$ cat config.mk
export PLATFORM = sky130hd
export DESIGN_NAME = stream_find_replace_flat
export DESIGN_NICKNAME = d
export VERILOG_FILES = /design/src/sv/sfr_pkg.sv /design/src/sv/sfr_if.sv /design/src/sv/sfr_core.sv /design/src/sv/sfr_emit.sv /design/src/sv/stream_find_replace.sv /design/src/flat_wrapper.sv
export SDC_FILE = /design/constraint.sdc
export NUM_CORES = 1
export LEC_CHECK = 0
export BUFFER_PORTS_ARGS = -buffer_cell sky130_fd_sc_hd__buf_2
export CAP_MARGIN = 20
export CORE_MARGIN = 2
export CORE_UTILIZATION = 27
export CTS_CLUSTER_SIZE = 20
export DETAILED_ROUTE_END_ITERATION = 6
export PLACE_DENSITY_LB_ADDON = 0.05
export SLEW_MARGIN = 10
export SYNTH_ARGS = -nofsm -noshare
export SYNTH_HDL_FRONTEND = slang
export SYNTH_SLANG_ARGS = --single-unit
$ cat constraint.sdc
create_clock -name clock -period 6.6 [get_ports clock]
set_input_delay 0.66 -clock clock [delete_from_list [all_inputs] [get_ports clock]]
set_output_delay 0.66 -clock clock [all_outputs]
set_load 0.02 [all_outputs]
$ cat src/sv/sfr_pkg.sv
`timescale 1ns / 1ps
// Shared types and constants for the stream find-and-replace block.
// No dependencies; imported by every other file of the block.
package sfr_pkg;

   localparam int CHAR_W          = 8;
   localparam int MAX_PATTERN     = 8;
   localparam int MAX_REPLACEMENT = 8;
   localparam int MAX_RESULTS     = 8;
   localparam int WORD_W          = 64;
   localparam int LEN_W           = 4;
   localparam int FILL_W          = 3;
   localparam int CSR_INDEX_W     = 4;
   localparam int CSR_DATA_W      = 64;

   localparam logic [CSR_INDEX_W-1:0] CSR_PATTERN_BYTES      = 4'd0;
   localparam logic [CSR_INDEX_W-1:0] CSR_PATTERN_LENGTH     = 4'd1;
   localparam logic [CSR_INDEX_W-1:0] CSR_REPLACEMENT_BYTES  = 4'd2;
   localparam logic [CSR_INDEX_W-1:0] CSR_REPLACEMENT_LENGTH = 4'd3;

   // Results caused by one input beat, lowest byte goes out first.
   typedef struct packed {
      logic [WORD_W-1:0] chars;
      logic [LEN_W-1:0]  count;
      logic              last;   // final result carries the end flag
      logic              empty;  // single result with no byte
   } burst_type;

endpackage

$ cat src/sv/sfr_if.sv
`timescale 1ns / 1ps
// Channel interfaces: request bytes, result bytes and register writes.
// Depends on sfr_pkg for widths.
interface sfr_req_if import sfr_pkg::*; ();
   logic              valid;
   logic              ready;
   logic [CHAR_W-1:0] in_char;
   logic              in_end;
   modport source (output valid, in_char, in_end, input ready);
   modport sink   (input valid, in_char, in_end, output ready);
endinterface

interface sfr_rsp_if import sfr_pkg::*; ();
   logic              valid;
   logic              ready;
   logic [CHAR_W-1:0] out_char;
   logic              char_valid;
   logic              out_end;
   modport source (output valid, out_char, char_valid, out_end, input ready);
   modport sink   (input valid, out_char, char_valid, out_end, output ready);
endinterface

interface sfr_csr_if import sfr_pkg::*; ();
   logic                   valid;
   logic                   ready;
   logic [CSR_INDEX_W-1:0] reg_index;
   logic [CSR_DATA_W-1:0]  wdata;
   modport source (output valid, reg_index, wdata, input ready);
   modport sink   (input valid, reg_index, wdata, output ready);
endinterface

$ cat src/sv/sfr_core.sv
`timescale 1ns / 1ps
// Configuration registers, match window and the per-beat match decision.
// Depends on sfr_pkg and sfr_csr_if.
module sfr_core import sfr_pkg::*; (
   input  logic              clock,
   input  logic              reset,
   sfr_csr_if.sink           csr,
   input  logic              accept,
   input  logic [CHAR_W-1:0] in_char,
   input  logic              in_end,
   output burst_type         burst
);

   logic [WORD_W-1:0] pattern_ff, pattern_in;
   logic [LEN_W-1:0]  pat_len_ff, pat_len_in;
   logic [WORD_W-1:0] repl_ff, repl_in;
   logic [LEN_W-1:0]  rep_len_ff, rep_len_in;
   logic [WORD_W-1:0] window_ff, window_in;
   logic [FILL_W-1:0] fill_ff, fill_in;

   logic [LEN_W-1:0]  plen;
   logic [LEN_W-1:0]  rlen;
   logic [FILL_W-1:0] fill_eff;
   logic [LEN_W-1:0]  n;
   logic [WORD_W-1:0] buf_w;
   logic              mismatch;
   logic              hit;
   logic              csr_write;

   assign csr.ready = 1'b1;
   assign csr_write = csr.valid && csr.ready;

   always_comb begin
      plen = pat_len_ff;
      if (pat_len_ff == '0) begin
         plen = LEN_W'(1);
      end else if (pat_len_ff > LEN_W'(MAX_PATTERN)) begin
         plen = LEN_W'(MAX_PATTERN);
      end
      rlen = rep_len_ff;
      if (rep_len_ff > LEN_W'(MAX_REPLACEMENT)) begin
         rlen = LEN_W'(MAX_REPLACEMENT);
      end
   end

   always_comb begin
      logic [LEN_W-1:0] top;
      top      = plen - LEN_W'(1);
      fill_eff = fill_ff;
      if ({1'b0, fill_ff} > top) begin
         fill_eff = top[FILL_W-1:0];
      end
      n = {1'b0, fill_eff} + LEN_W'(1);
   end

   // held bytes followed by the new byte, unused lanes zero
   always_comb begin
      buf_w    = '0;
      mismatch = 1'b0;
      for (int i = 0; i < MAX_PATTERN; i++) begin
         if (FILL_W'(i) < fill_eff) begin
            buf_w[i*CHAR_W +: CHAR_W] = window_ff[i*CHAR_W +: CHAR_W];
         end else if (FILL_W'(i) == fill_eff) begin
            buf_w[i*CHAR_W +: CHAR_W] = in_char;
         end
      end
      for (int i = 0; i < MAX_PATTERN; i++) begin
         if (LEN_W'(i) < n &&
             buf_w[i*CHAR_W +: CHAR_W] != pattern_ff[i*CHAR_W +: CHAR_W]) begin
            mismatch = 1'b1;
         end
      end
      hit = (n == plen) && !mismatch;
   end

   always_comb begin
      burst     = '0;
      window_in = window_ff;
      fill_in   = fill_ff;
      priority if (hit) begin
         burst.chars = repl_ff;
         burst.count = rlen;
         burst.last  = in_end;
         if (in_end && rlen == '0) begin
            // end marker with no byte carries a zero character
            burst.chars = '0;
            burst.count = LEN_W'(1);
            burst.empty = 1'b1;
         end
         fill_in = '0;
      end else if (in_end) begin
         burst.chars = buf_w;
         burst.count = n;
         burst.last  = 1'b1;
         fill_in     = '0;
      end else if (n == plen) begin
         // oldest byte drops out of a full window
         burst.chars = buf_w;
         burst.count = LEN_W'(1);
         window_in   = buf_w >> CHAR_W;
         fill_in     = fill_eff;
      end else begin
         window_in = buf_w;
         fill_in   = n[FILL_W-1:0];
      end
      if (!accept) begin
         window_in = window_ff;
         fill_in   = fill_ff;
      end
      if (csr_write && csr.reg_index == CSR_PATTERN_LENGTH) begin
         fill_in = '0;
      end
   end

   always_comb begin
      pattern_in = pattern_ff;
      pat_len_in = pat_len_ff;
      repl_in    = repl_ff;
      rep_len_in = rep_len_ff;
      if (csr_write) begin
         if (csr.reg_index == CSR_PATTERN_BYTES)      pattern_in = csr.wdata;
         if (csr.reg_index == CSR_PATTERN_LENGTH)     pat_len_in = csr.wdata[LEN_W-1:0];
         if (csr.reg_index == CSR_REPLACEMENT_BYTES)  repl_in    = csr.wdata;
         if (csr.reg_index == CSR_REPLACEMENT_LENGTH) rep_len_in = csr.wdata[LEN_W-1:0];
      end
   end

   always_ff @(posedge clock) begin
      if (reset) begin
         pattern_ff <= '0;
         pat_len_ff <= LEN_W'(1);
         repl_ff    <= '0;
         rep_len_ff <= '0;
         window_ff  <= '0;
         fill_ff    <= '0;
      end else begin
         pattern_ff <= pattern_in;
         pat_len_ff <= pat_len_in;
         repl_ff    <= repl_in;
         rep_len_ff <= rep_len_in;
         window_ff  <= window_in;
         fill_ff    <= fill_in;
      end
   end

   // window never holds a whole pattern between beats
   a_fill_below_plen: assert property (@(posedge clock) disable iff (reset)
      !(csr_write && csr.reg_index == CSR_PATTERN_LENGTH) |=> ({1'b0, fill_ff} < plen))
      else $error("window fill reached pattern length");

   a_len_write_clears: assert property (@(posedge clock) disable iff (reset)
      (csr_write && csr.reg_index == CSR_PATTERN_LENGTH) |=> (fill_ff == '0))
      else $error("pattern length write left bytes in window");

endmodule

$ cat src/sv/sfr_emit.sv
`timescale 1ns / 1ps
// Result register: holds the results of one beat and sends one per cycle while rsp is ready.
// Depends on sfr_pkg and sfr_rsp_if.
module sfr_emit import sfr_pkg::*; (
   input  logic      clock,
   input  logic      reset,
   input  logic      load,
   input  burst_type burst,
   output logic      can_load,
   sfr_rsp_if.source rsp
);

   logic [WORD_W-1:0] chars_ff, chars_in;
   logic [LEN_W-1:0]  count_ff, count_in;
   logic              last_ff, last_in;
   logic              empty_ff, empty_in;
   logic              take;

   assign take           = rsp.valid && rsp.ready;
   assign can_load       = (count_ff == '0) || (count_ff == LEN_W'(1) && take);
   assign rsp.valid      = count_ff != '0;
   assign rsp.out_char   = chars_ff[CHAR_W-1:0];
   assign rsp.char_valid = !empty_ff;
   assign rsp.out_end    = last_ff && count_ff == LEN_W'(1);

   always_comb begin
      chars_in = chars_ff;
      count_in = count_ff;
      last_in  = last_ff;
      empty_in = empty_ff;
      priority if (load) begin
         chars_in = burst.chars;
         count_in = burst.count;
         last_in  = burst.last;
         empty_in = burst.empty;
      end else if (take) begin
         chars_in = chars_ff >> CHAR_W;
         count_in = count_ff - LEN_W'(1);
      end
   end

   always_ff @(posedge clock) begin
      if (reset) begin
         count_ff <= '0;
      end else begin
         count_ff <= count_in;
      end
      chars_ff <= chars_in;
      last_ff  <= last_in;
      empty_ff <= empty_in;
   end

   a_count_bound: assert property (@(posedge clock) disable iff (reset)
      count_ff <= LEN_W'(MAX_RESULTS))
      else $error("result count out of range");

   a_load_only_when_drained: assert property (@(posedge clock) disable iff (reset)
      load && !can_load |-> 1'b0)
      else $error("results overwritten before delivery");

endmodule

$ cat src/sv/stream_find_replace.sv
`timescale 1ns / 1ps
// Streaming replace-all of a 1..8 byte pattern by a 0..8 byte replacement.
// Latency: the first result of a beat is offered the cycle after the beat is taken.
// Throughput: one result per cycle from the result register while rsp_bus is ready; a beat
// causing k results holds input until its last is taken; others pass one per cycle if idle.
// Reset (synchronous): window empty, pattern length 1, other core registers and result count zero.
module stream_find_replace import sfr_pkg::*; (
   input  logic      clock,
   input  logic      reset,
   sfr_req_if.sink   req_bus,
   sfr_rsp_if.source rsp_bus,
   sfr_csr_if.sink   csr_bus
);

   burst_type burst;
   logic      accept;
   logic      can_load;

   assign req_bus.ready = can_load;
   assign accept        = req_bus.valid && req_bus.ready;

   sfr_core u_core (
      .clock   (clock),
      .reset   (reset),
      .csr     (csr_bus),
      .accept  (accept),
      .in_char (req_bus.in_char),
      .in_end  (req_bus.in_end),
      .burst   (burst)
   );

   sfr_emit u_emit (
      .clock    (clock),
      .reset    (reset),
      .load     (accept && burst.count != '0),
      .burst    (burst),
      .can_load (can_load),
      .rsp      (rsp_bus)
   );

endmodule
$ cat src/flat_wrapper.sv
// flat-port wrapper written by rule: the top's interface ports become plain ports
module stream_find_replace_flat import sfr_pkg::*;
  (clock, reset, req_bus_valid, req_bus_in_char, req_bus_in_end, req_bus_ready, rsp_bus_valid, rsp_bus_out_char, rsp_bus_char_valid, rsp_bus_out_end, rsp_bus_ready, csr_bus_valid, csr_bus_reg_index, csr_bus_wdata, csr_bus_ready);
  sfr_req_if req_bus_i ();
  sfr_rsp_if rsp_bus_i ();
  sfr_csr_if csr_bus_i ();
  input  logic clock;
  input  logic reset;
  input wire logic [$bits(req_bus_i.valid)-1:0] req_bus_valid;
  input wire logic [$bits(req_bus_i.in_char)-1:0] req_bus_in_char;
  input wire logic [$bits(req_bus_i.in_end)-1:0] req_bus_in_end;
  output wire logic [$bits(req_bus_i.ready)-1:0] req_bus_ready;
  output wire logic [$bits(rsp_bus_i.valid)-1:0] rsp_bus_valid;
  output wire logic [$bits(rsp_bus_i.out_char)-1:0] rsp_bus_out_char;
  output wire logic [$bits(rsp_bus_i.char_valid)-1:0] rsp_bus_char_valid;
  output wire logic [$bits(rsp_bus_i.out_end)-1:0] rsp_bus_out_end;
  input wire logic [$bits(rsp_bus_i.ready)-1:0] rsp_bus_ready;
  input wire logic [$bits(csr_bus_i.valid)-1:0] csr_bus_valid;
  input wire logic [$bits(csr_bus_i.reg_index)-1:0] csr_bus_reg_index;
  input wire logic [$bits(csr_bus_i.wdata)-1:0] csr_bus_wdata;
  output wire logic [$bits(csr_bus_i.ready)-1:0] csr_bus_ready;
  assign req_bus_i.valid = req_bus_valid;
  assign req_bus_i.in_char = req_bus_in_char;
  assign req_bus_i.in_end = req_bus_in_end;
  assign req_bus_ready = req_bus_i.ready;
  assign rsp_bus_valid = rsp_bus_i.valid;
  assign rsp_bus_out_char = rsp_bus_i.out_char;
  assign rsp_bus_char_valid = rsp_bus_i.char_valid;
  assign rsp_bus_out_end = rsp_bus_i.out_end;
  assign rsp_bus_i.ready = rsp_bus_ready;
  assign csr_bus_i.valid = csr_bus_valid;
  assign csr_bus_i.reg_index = csr_bus_reg_index;
  assign csr_bus_i.wdata = csr_bus_wdata;
  assign csr_bus_ready = csr_bus_i.ready;
  stream_find_replace u_core (.clock(clock), .reset(reset), .req_bus(req_bus_i), .rsp_bus(rsp_bus_i), .csr_bus(csr_bus_i));
endmodule
Yosys cells after proc, flatten, opt, wreduce, memory -nomap -nowiden
Index checks and enable logic that the tools add are counted.

Bits in registers: 273. Input port bits: 82. Memories: 0. Memory bits (read-only): 0. Word-level logic and storage cells: 129. Latch bits: 0. Bits in writable memories: 0. Output and inout bits: 13.

Multiplexer cells: 42. Shifts and indexed selects: 0. Equality and inequality tests: 20. Divide/modulo/power cells: 0. Reduce and logical (&&, ||, !) cells: 33. Magnitude comparators: 19. $add $sub $neg: 3. Multiply operators: 0. Bitwise operators: 2.

Operators by type and width (count): two-way mux 68 bit (3); two-way mux 64 bit (3); two-way mux 8 bit (16); two-way mux 69 bit (1); inequality test 8 bit (8); two-way mux 4 bit (5); logical AND 1 bit (16); logical NOT 4 bit (4); < comparator 3 x 4 -> 1 bit (first input constant) (4); equality test 3 bit (first input constant) (4); < comparator 3 bit (first input constant) (4); two-way mux 3 bit (4); two-way mux 1 bit (10); equality test 4 x 1 -> 1 bit (second input constant) (2); equality test 4 x 2 -> 1 bit (second input constant) (2); > comparator 4 bit (second input constant) (2); < comparator 1 x 4 -> 1 bit (first input constant) (2); < comparator 2 x 4 -> 1 bit (first input constant) (2); AND reduction 2 bit (4); nonzero test 4 bit (2); subtractor 4 x 1 -> 4 bit (second input constant) (2); equality test 2 x 3 -> 1 bit (first input constant) (2); < comparator 1 x 3 -> 1 bit (first input constant) (2); < comparator 2 x 3 -> 1 bit (first input constant) (2); 11 further kinds (13).

Longest topological paths before layout
Gate-level depths: netlist of run 1.

Depth in word-level cells: 25. Depth in mapped cells: 27. Depth with buffers taken out: 22.

By module
A second synthesis of run 1 with hierarchy kept.

Cells, all modules: 1857. Area, all modules: 15124.5 µm².

By module, submodules not included: sfr_core (instances 1, area each 12037.8 µm², cells each 1671); sfr_emit (instances 1, area each 3069.2 µm², cells each 184); stream_find_replace (instances 1, area each 17.5 µm², cells each 2).

Least setup slack after synthesis of run 1
OpenSTA, ideal clock, no wires.

Path type: register -> register. Start: register u_core.u_core.pat_len_ff[3]. End: register u_core.u_emit.chars_ff[0], enable pin. Data arrival time: 5988 ps. Setup slack: -78 ps. Stages on the path, launching flop included: 25. Data required time: 5910 ps. Path buffers: 6. Setup time: 690 ps. Clock period less this slack: 6678 ps. Path through: dfxtp_1 clkbuf_1 buf_2 nor2_1 ha_1 buf_2 nand2_1 nor4b_1 a211oi_2 nand2_2 buf_2 ha_1 clkbuf_1 nand2_1 a22o_1 a221oi_1 mux2i_1 a221o_1 o211ai_1 nand2_1 nor4_4 nand3_2 nand2_2 clkbuf_1 nand2_1.

Word-level cells in the longest chain between the ends: 25. Elaborated cells between the ends (all ways): 81. Those cells by class: add/sub: 2; order compare: 18; eq/ne: 16; mux: 30; reduce/logical: 15.

Ends and longest elaborated chain: from (decl) (line sfr_core.sv:15) `logic [LEN_W-1:0] pat_len_ff, pat_len_in;`; from (signal assigned) (line sfr_core.sv:138) `pat_len_ff <= pat_len_in;`; > comparator 4 bit (line sfr_core.sv:37) `end else if (pat_len_ff > LEN_W'(MAX_PATTERN)) begin`; two-way mux 4 bit (line sfr_core.sv:37); two-way mux 4 bit * (line sfr_core.sv:35) `if (pat_len_ff == '0) begin`; parallel branches: the longest is 18 deep, another holds subtractor 4 x 1 -> 4 bit; two-way mux 69 bit * (line sfr_core.sv:80) `priority if (hit) begin`; nonzero test 4 bit * (line stream_find_replace.sv:35) `.load (accept && burst.count != '0),`; logical AND 1 bit * (line stream_find_replace.sv:35); nonzero test 2 bit (no line) *; to (signal assigned) (line sfr_emit.sv:48) `chars_ff <= chars_in;`; to (decl) (line sfr_emit.sv:13) `logic [WORD_W-1:0] chars_ff, chars_in;`.

Every way passes the cells marked *. A chain may end at the register's enable or synchronous reset.

Worst setup path in the final report of run 1
Start: register u_core.u_core.pat_len_ff[2]. End: register u_core.u_emit.chars_ff[4], data pin.

Word-level cells in the longest chain between the ends: 25. Elaborated cells between the ends (all ways): 81. Those cells by class: add/sub: 2; order compare: 18; eq/ne: 16; mux: 31; reduce/logical: 14.

Ends and longest elaborated chain: > comparator 4 bit (line sfr_core.sv:37); two-way mux 4 bit (line sfr_core.sv:37); two-way mux 4 bit * (line sfr_core.sv:35); parallel branches: the longest is 18 deep, another holds subtractor 4 x 1 -> 4 bit; two-way mux 69 bit * (line sfr_core.sv:80); nonzero test 4 bit (line stream_find_replace.sv:35); logical AND 1 bit (line stream_find_replace.sv:35); two-way mux 64 bit * (line sfr_emit.sv:31) `priority if (load) begin`; via u_core.u_emit.chars_in[4] (line sfr_emit.sv:13).

Mark *: on every way through the listed nets, which the timed path passes.

==> results.cfg, run 1 <==
[clock_network]
cts_sinks = 265
ctsHoldBuffers = 0
clockRootBuffer = clkbuf_16
clk_latency_ns = 0.56
cts.clk_slew.worst_paths_ns = 0.06
cts_tree = done
htree_levels = 2
post_cts_buffers = 0
cts_resized = 0
clockBufferDepth = 3
cts_buffers = 37

[floorplanning]
die_x_um = 240
chipHeight_um = 240
start_util_pct = 27.3
coreArea_mm2 = 0.0550
num_io_pins = 95
die-area_mm2 = 0.0575
rows = 86

[place]
place_ws_ns = 0.508
place_congestion = 0.879
port_buffers = 93
dp_hpwl_mm = 44.3

[timing]
maxSlewViolCount = 0
fin_skew_ns = 0.0149
fin_crit_ns = 6.16
finalCritPeriodShare_pct = 93.3
hold_viol_final = 0
worst_pin_slew_ns = 1.06
slew_headroom_pct = 29.3
fin_ws_ns = 0.443
rsz0062_at_grt = no
finalSetupTns_ns = 0
finalSetupViolCount = 0
holdWs_ns = 0.348
clock.fmax_mhz = 162

[cells_and_area]
antennaDiodeCount = 0
syn2layout_area_growth_pct = 17.5
fin_util_pct = 32.1
drive_gt1_share_pct = 15.3
n_fill_cell = 5922
nets = 1991

[global_routing]
grt_pass1_wl_mm = 91.0
grt-ovfl-total = 0
grt_pass1_vias = 13330
grtUsageTotal_pct = 21.6
antenna_found_initial = 0
grt_max_degree = 105

[synth]
synthArstFlopShare_pct = 0
synth_area_leaders = dfxtp_1, edfxtp_1, nand2_1, mux2i_1, a21oi_1
ys_top_cells_by_count = nand2_1, a21oi_1, dfxtp_1, nor2_1, mux2i_1
synth.cell_area_mm2 = 0.0150
yosys.area.top_type = dfxtp_1
synth-edff-count = 66
syn_nets = 1949
syn_area_per_cell_um2 = 8.08
ys_ff_latch = 265
synth-main-ff-cell = dfxtp_1
synth_top_area_share_pct = 26.5
yosysUniqueCellTypes = 89
seq_area_frac_synth_pct = 39.7
ys_warn_count = 0
synthCells = 1858
synth_most_common_cell = nand2_1

[detailed_routing]
dr.first_iter.drc_count = 1025
vias = 13605
avgRoutedWirePerCell_um = 23.1
ant_nets = 0
drt_pre_antenna_iters = 5
via_per_inst = 5.08
route.detailed.drc = 0
wl_mm = 61.8

[critical_path]
start_kind = register
critPathArrivalTime_ns = 6.45
cp.required_ns = 6.89
crit_fanout = 16
path_class = reg -> reg
end_kind = register

[job]
cap_violations = 0

[worst_hold_path]
hold_path.class = in -> reg

[run_status]
outcome = finished clean
stage by stage:
step / cell area (um^2) / std cells
global route: 17600 / 2677
global placement: 16400 / 2609
finish: 17600 / 2677
CTS: 17600 / 2677
floorplan: 15000 / 1858
detailed placement: 16400 / 2609
cells in the final DEF (no fill, tap or decap), drive strengths merged, types with 5 or more instances in the layout:
cell | synthesis | routed
nor2 | 146 | 146
xnor2 | 18 | 18
nand3b | 8 | 8
mux2i | 125 | 125
nand3 | 22 | 22
a211oi | 37 | 37
buf | 43 | 150
xor2 | 13 | 13
a31oi | 19 | 19
o31ai | 5 | 5
mux2 | 59 | 59
a21o | 6 | 6
clkinv | 0 | 5
a22oi | 17 | 17
o21ai | 43 | 43
dfxtp | 199 | 199
nor4 | 12 | 12
nand4b | 10 | 10
or2 | 13 | 13
or3 | 5 | 5
inv | 68 | 70
nor3 | 26 | 26
a311oi | 7 | 7
a21oi | 211 | 211
o22ai | 32 | 32
and2 | 14 | 14
a221oi | 10 | 10
clkbuf | 104 | 60
nand2 | 426 | 426
nor3b | 5 | 5
o221ai | 7 | 7
edfxtp | 66 | 66
ha | 9 | 9
and3 | 6 | 6
nand4 | 10 | 10
cell families (layout without fill, tap and decap cells):
family / count (synthesis) / after routing / share of synthesized area, %
buf+inv: 215 / 286 / 6.10
compound gates: 438 / 438 / 18.3
other cells: 1 / 1 / 0.0250
fa+ha+maj: 9 / 9 / 0.750
mux: 184 / 184 / 12.8
simple gates: 715 / 715 / 20.5
flops: 265 / 265 / 39.7
xor+xnor: 31 / 31 / 1.81
flip-flops by register name, summed over array words and instances, names as in the netlist:
register                  cells
u_core.u_emit.chars_ff       64
u_core.u_core.rep_len_ff      4
u_core.u_core.pattern_ff     64
u_core.u_core.window_ff      56
u_core.u_emit.count_ff        4
u_core.u_core.fill_ff         3
u_core.u_emit.empty_ff        1
u_core.u_core.repl_ff        64
u_core.u_core.pat_len_ff      4
u_core.u_emit.last_ff         1
critical path, stage by stage, from the launching register on:
cell	delay (ns)
dfxtp_1	0.54
o21a_1	0.20
nor2_1	0.04
ha_1	0.42
a21o_1	0.23
o22ai_2	0.33
nand2_2	0.34
inv_2	0.31
ha_1	0.53
nand2_1	0.31
nand2_1	0.13
o21ai_0	0.11
a2111oi_0	0.36
mux2_2	0.22
a32o_1	0.15
o21ai_0	0.16
or4_1	0.52
nor3_4	0.29
buf_12	0.18
buf_12	0.15
mux2i_1	0.08
mux2_1	0.30
per-layer routing:
metal	track usage (%)	wire, um	up-vias
met5	0	0	-
met4	6.93	1890	0
met3	3.45	2680	99
met2	35.4	29000	332
met1	28.8	28300	6584
li1	-	-	6590
final timing paths:
check,from,cells after the start,endpoint,slack (ns)
worst max-delay path,u_core.u_core.pat_len_ff[2]$_SDFFE_PP0P_,21,u_core.u_emit.chars_ff[4]$_DFFE_PP_,0.44
worst max register to register,u_core.u_core.pat_len_ff[2]$_SDFFE_PP0P_,21,u_core.u_emit.chars_ff[4]$_DFFE_PP_,0.44
worst min-delay path,csr_bus_wdata[17],3,u_core.u_core.pattern_ff[17]$_SDFFE_PP0P_,0.35
worst min register to register,u_core.u_core.repl_ff[55]$_SDFFE_PP0P_,2,u_core.u_core.repl_ff[55]$_SDFFE_PP0P_,0.45
cell type report:
type                            instances  area, um^2  area share [%]
Sequential cell                       265        5970            33.8
Tap cell                              748         936            5.31
Multi-Input combinational cell       1378        8180            46.4
Inverter                               68         255            1.45
Timing Repair Buffer                  150        1060            6.02
Clock inverter                          8        68.8           0.390
Clock buffer                           60        1170            6.62
Power of run 1 is left out: the tool's default activity adds up to more than one toggle a clock period on the data nets, which glitch-free logic cannot reach.
==> inputs of run 2 (changes only) <==
RECOVER_POWER = 25   (was unset)
==> results.cfg, run 2 (synthesis results as in run 1) <==
[cells_and_area]
final_cells = 2677
multi_input_area_mm2 = 0.00817
largestRegisters = u_core.u_core.pattern_ff (64), u_core.u_core.repl_ff (64), u_core.u_emit.chars_ff (64)
final_common_cell = nand2_1
antennaDiodeCount = 0
drive_gt1_share_pct = 14.6
final_cell_mix = nand2_1, a21oi_1, dfxtp_1
regArea_mm2 = 0.00597
nets = 1991
syn2layout_area_growth_pct = 17.3
n_fill_cell = 5929

[global_routing]
grt_pass1_wl_mm = 91.0
use_met2_pct = 35.4
use_met3_pct = 3.45
grt.busiest_layer = met2
grt-ovfl-total = 0
grtUsageTotal_pct = 21.6
grt_pass1_vias = 13330
grtUsageMet1_pct = 28.8
grt_max_degree = 105
antenna_found_initial = 0

[clock_network]
cts_buffers = 37
cts_tree = done
cts.clk_slew.worst_paths_ns = 0.06
htree_levels = 2
ctsHoldBuffers = 0
clockRootBuffer = clkbuf_16
clockBufferDepth = 3
cts_resized = 0
clk_latency_ns = 0.56
cts_sinks = 265
post_cts_buffers = 0

[timing]
slew_headroom_pct = -109
hold_viol_final = 0
rsz0062_at_grt = no
clock.fmax_mhz = 162
maxSlewViolCount = 186
finalSetupTns_ns = 0
holdWs_ns = 0.346
fin_skew_ns = 0.0155
finalCritPeriodShare_pct = 93.3
fin_crit_ns = 6.16
finalSetupViolCount = 0
worst_pin_slew_ns = 3.13

[detailed_routing]
via_per_inst = 5.08
vias = 13586
wl_mm = 61.8
ant_nets = 0
drt_pre_antenna_iters = 6
route.detailed.drc = 0
dr.first_iter.drc_count = 983
avgRoutedWirePerCell_um = 23.1

[critical_path]
critPathArrivalTime_ns = 6.46
cp.required_ns = 6.91
crit_fanout = 16
r2r_cells = 21
path_class = reg -> reg
end_kind = register
start_kind = register

[floorplanning]
start_util_pct = 27.3
coreArea_mm2 = 0.0550
die_x_um = 240
rows = 86
chipHeight_um = 240
die-area_mm2 = 0.0575
num_io_pins = 95

[place]
placedCellCount = 2609
dp_hpwl_mm = 44.3
port_buffers = 93
place_congestion = 0.879

[worst_hold_path]
hold_path.class = in -> reg
hold_depth = 3

[job]
cap_violations = 3

[run_status]
outcome = finished, violations left
violations = max-capacitance violations, max-slew violations
run 2: cell types whose count changed in the layout (fill, tap and decap cells not counted):
| cell | before | now |
|---|---|---|
| buf_6 | 1 | 0 |
| buf_4 | 44 | 42 |
| buf_2 | 92 | 82 |
| or3_4 | 1 | 0 |
| or3_1 | 4 | 5 |
| clkbuf_1 | 12 | 25 |
run 2: critical path, cell delays in order, from the launching register on:
cell and delay (ns):
dfxtp_1 0.54, o21a_1 0.20, nor2_1 0.04, ha_1 0.42, a21o_1 0.23, o22ai_2 0.33
nand2_2 0.33, inv_2 0.31, ha_1 0.39, nand2_1 0.25, a22o_1 0.30, a221oi_1 0.21
mux2i_1 0.11, a221o_1 0.31, o211ai_1 0.20, nand2_1 0.13, or4_1 0.56, nor3_4 0.29
buf_12 0.19, buf_12 0.17, mux2i_1 0.08, mux2_2 0.27
run 2: worst paths after layout:
kind,startpoint,to,slack [ns]
worst max-delay path,u_core.u_core.pat_len_ff[2]$_SDFFE_PP0P_,u_core.u_emit.chars_ff[40]$_DFFE_PP_,0.44
worst min-delay path,csr_bus_wdata[17],u_core.u_core.pattern_ff[17]$_SDFFE_PP0P_,0.35
worst max register to register,u_core.u_core.pat_len_ff[2]$_SDFFE_PP0P_,u_core.u_emit.chars_ff[40]$_DFFE_PP_,0.44
worst min register to register,u_core.u_core.repl_ff[55]$_SDFFE_PP0P_,u_core.u_core.repl_ff[55]$_SDFFE_PP0P_,0.45
run 2: area by class of cell:
| class | count | area share [%] |
|---|---|---|
| inverter | 68 | 1.45 |
| tap | 748 | 5.32 |
| multi-input combinational | 1378 | 46.4 |
| clock buffer | 60 | 6.63 |
| timing repair buffer | 150 | 5.88 |
| clock inverter | 8 | 0.391 |
| sequential | 265 | 33.9 |
run 2: per-stage QoR:
stage | setup slack (ns) | utilization, % | cell area, um^2
detailed placement | 0.508 | 29.8 | 16400
global route | 0.0179 | 32.0 | 17600
floorplan | 0.554 | - | 15000
CTS | 0.528 | 32.1 | 17600
global placement | 0.633 | 29.8 | 16400
finish | 0.441 | 32.0 | 17600
run 2: metal layers:
metal | wire (um) | vias up
met1 | 28300 | 6569
met4 | 1870 | 0
met3 | 2670 | 102
li1 | - | 6593
met5 | 0 | -
met2 | 29000 | 322
Power of run 2 is left out for the same reason.
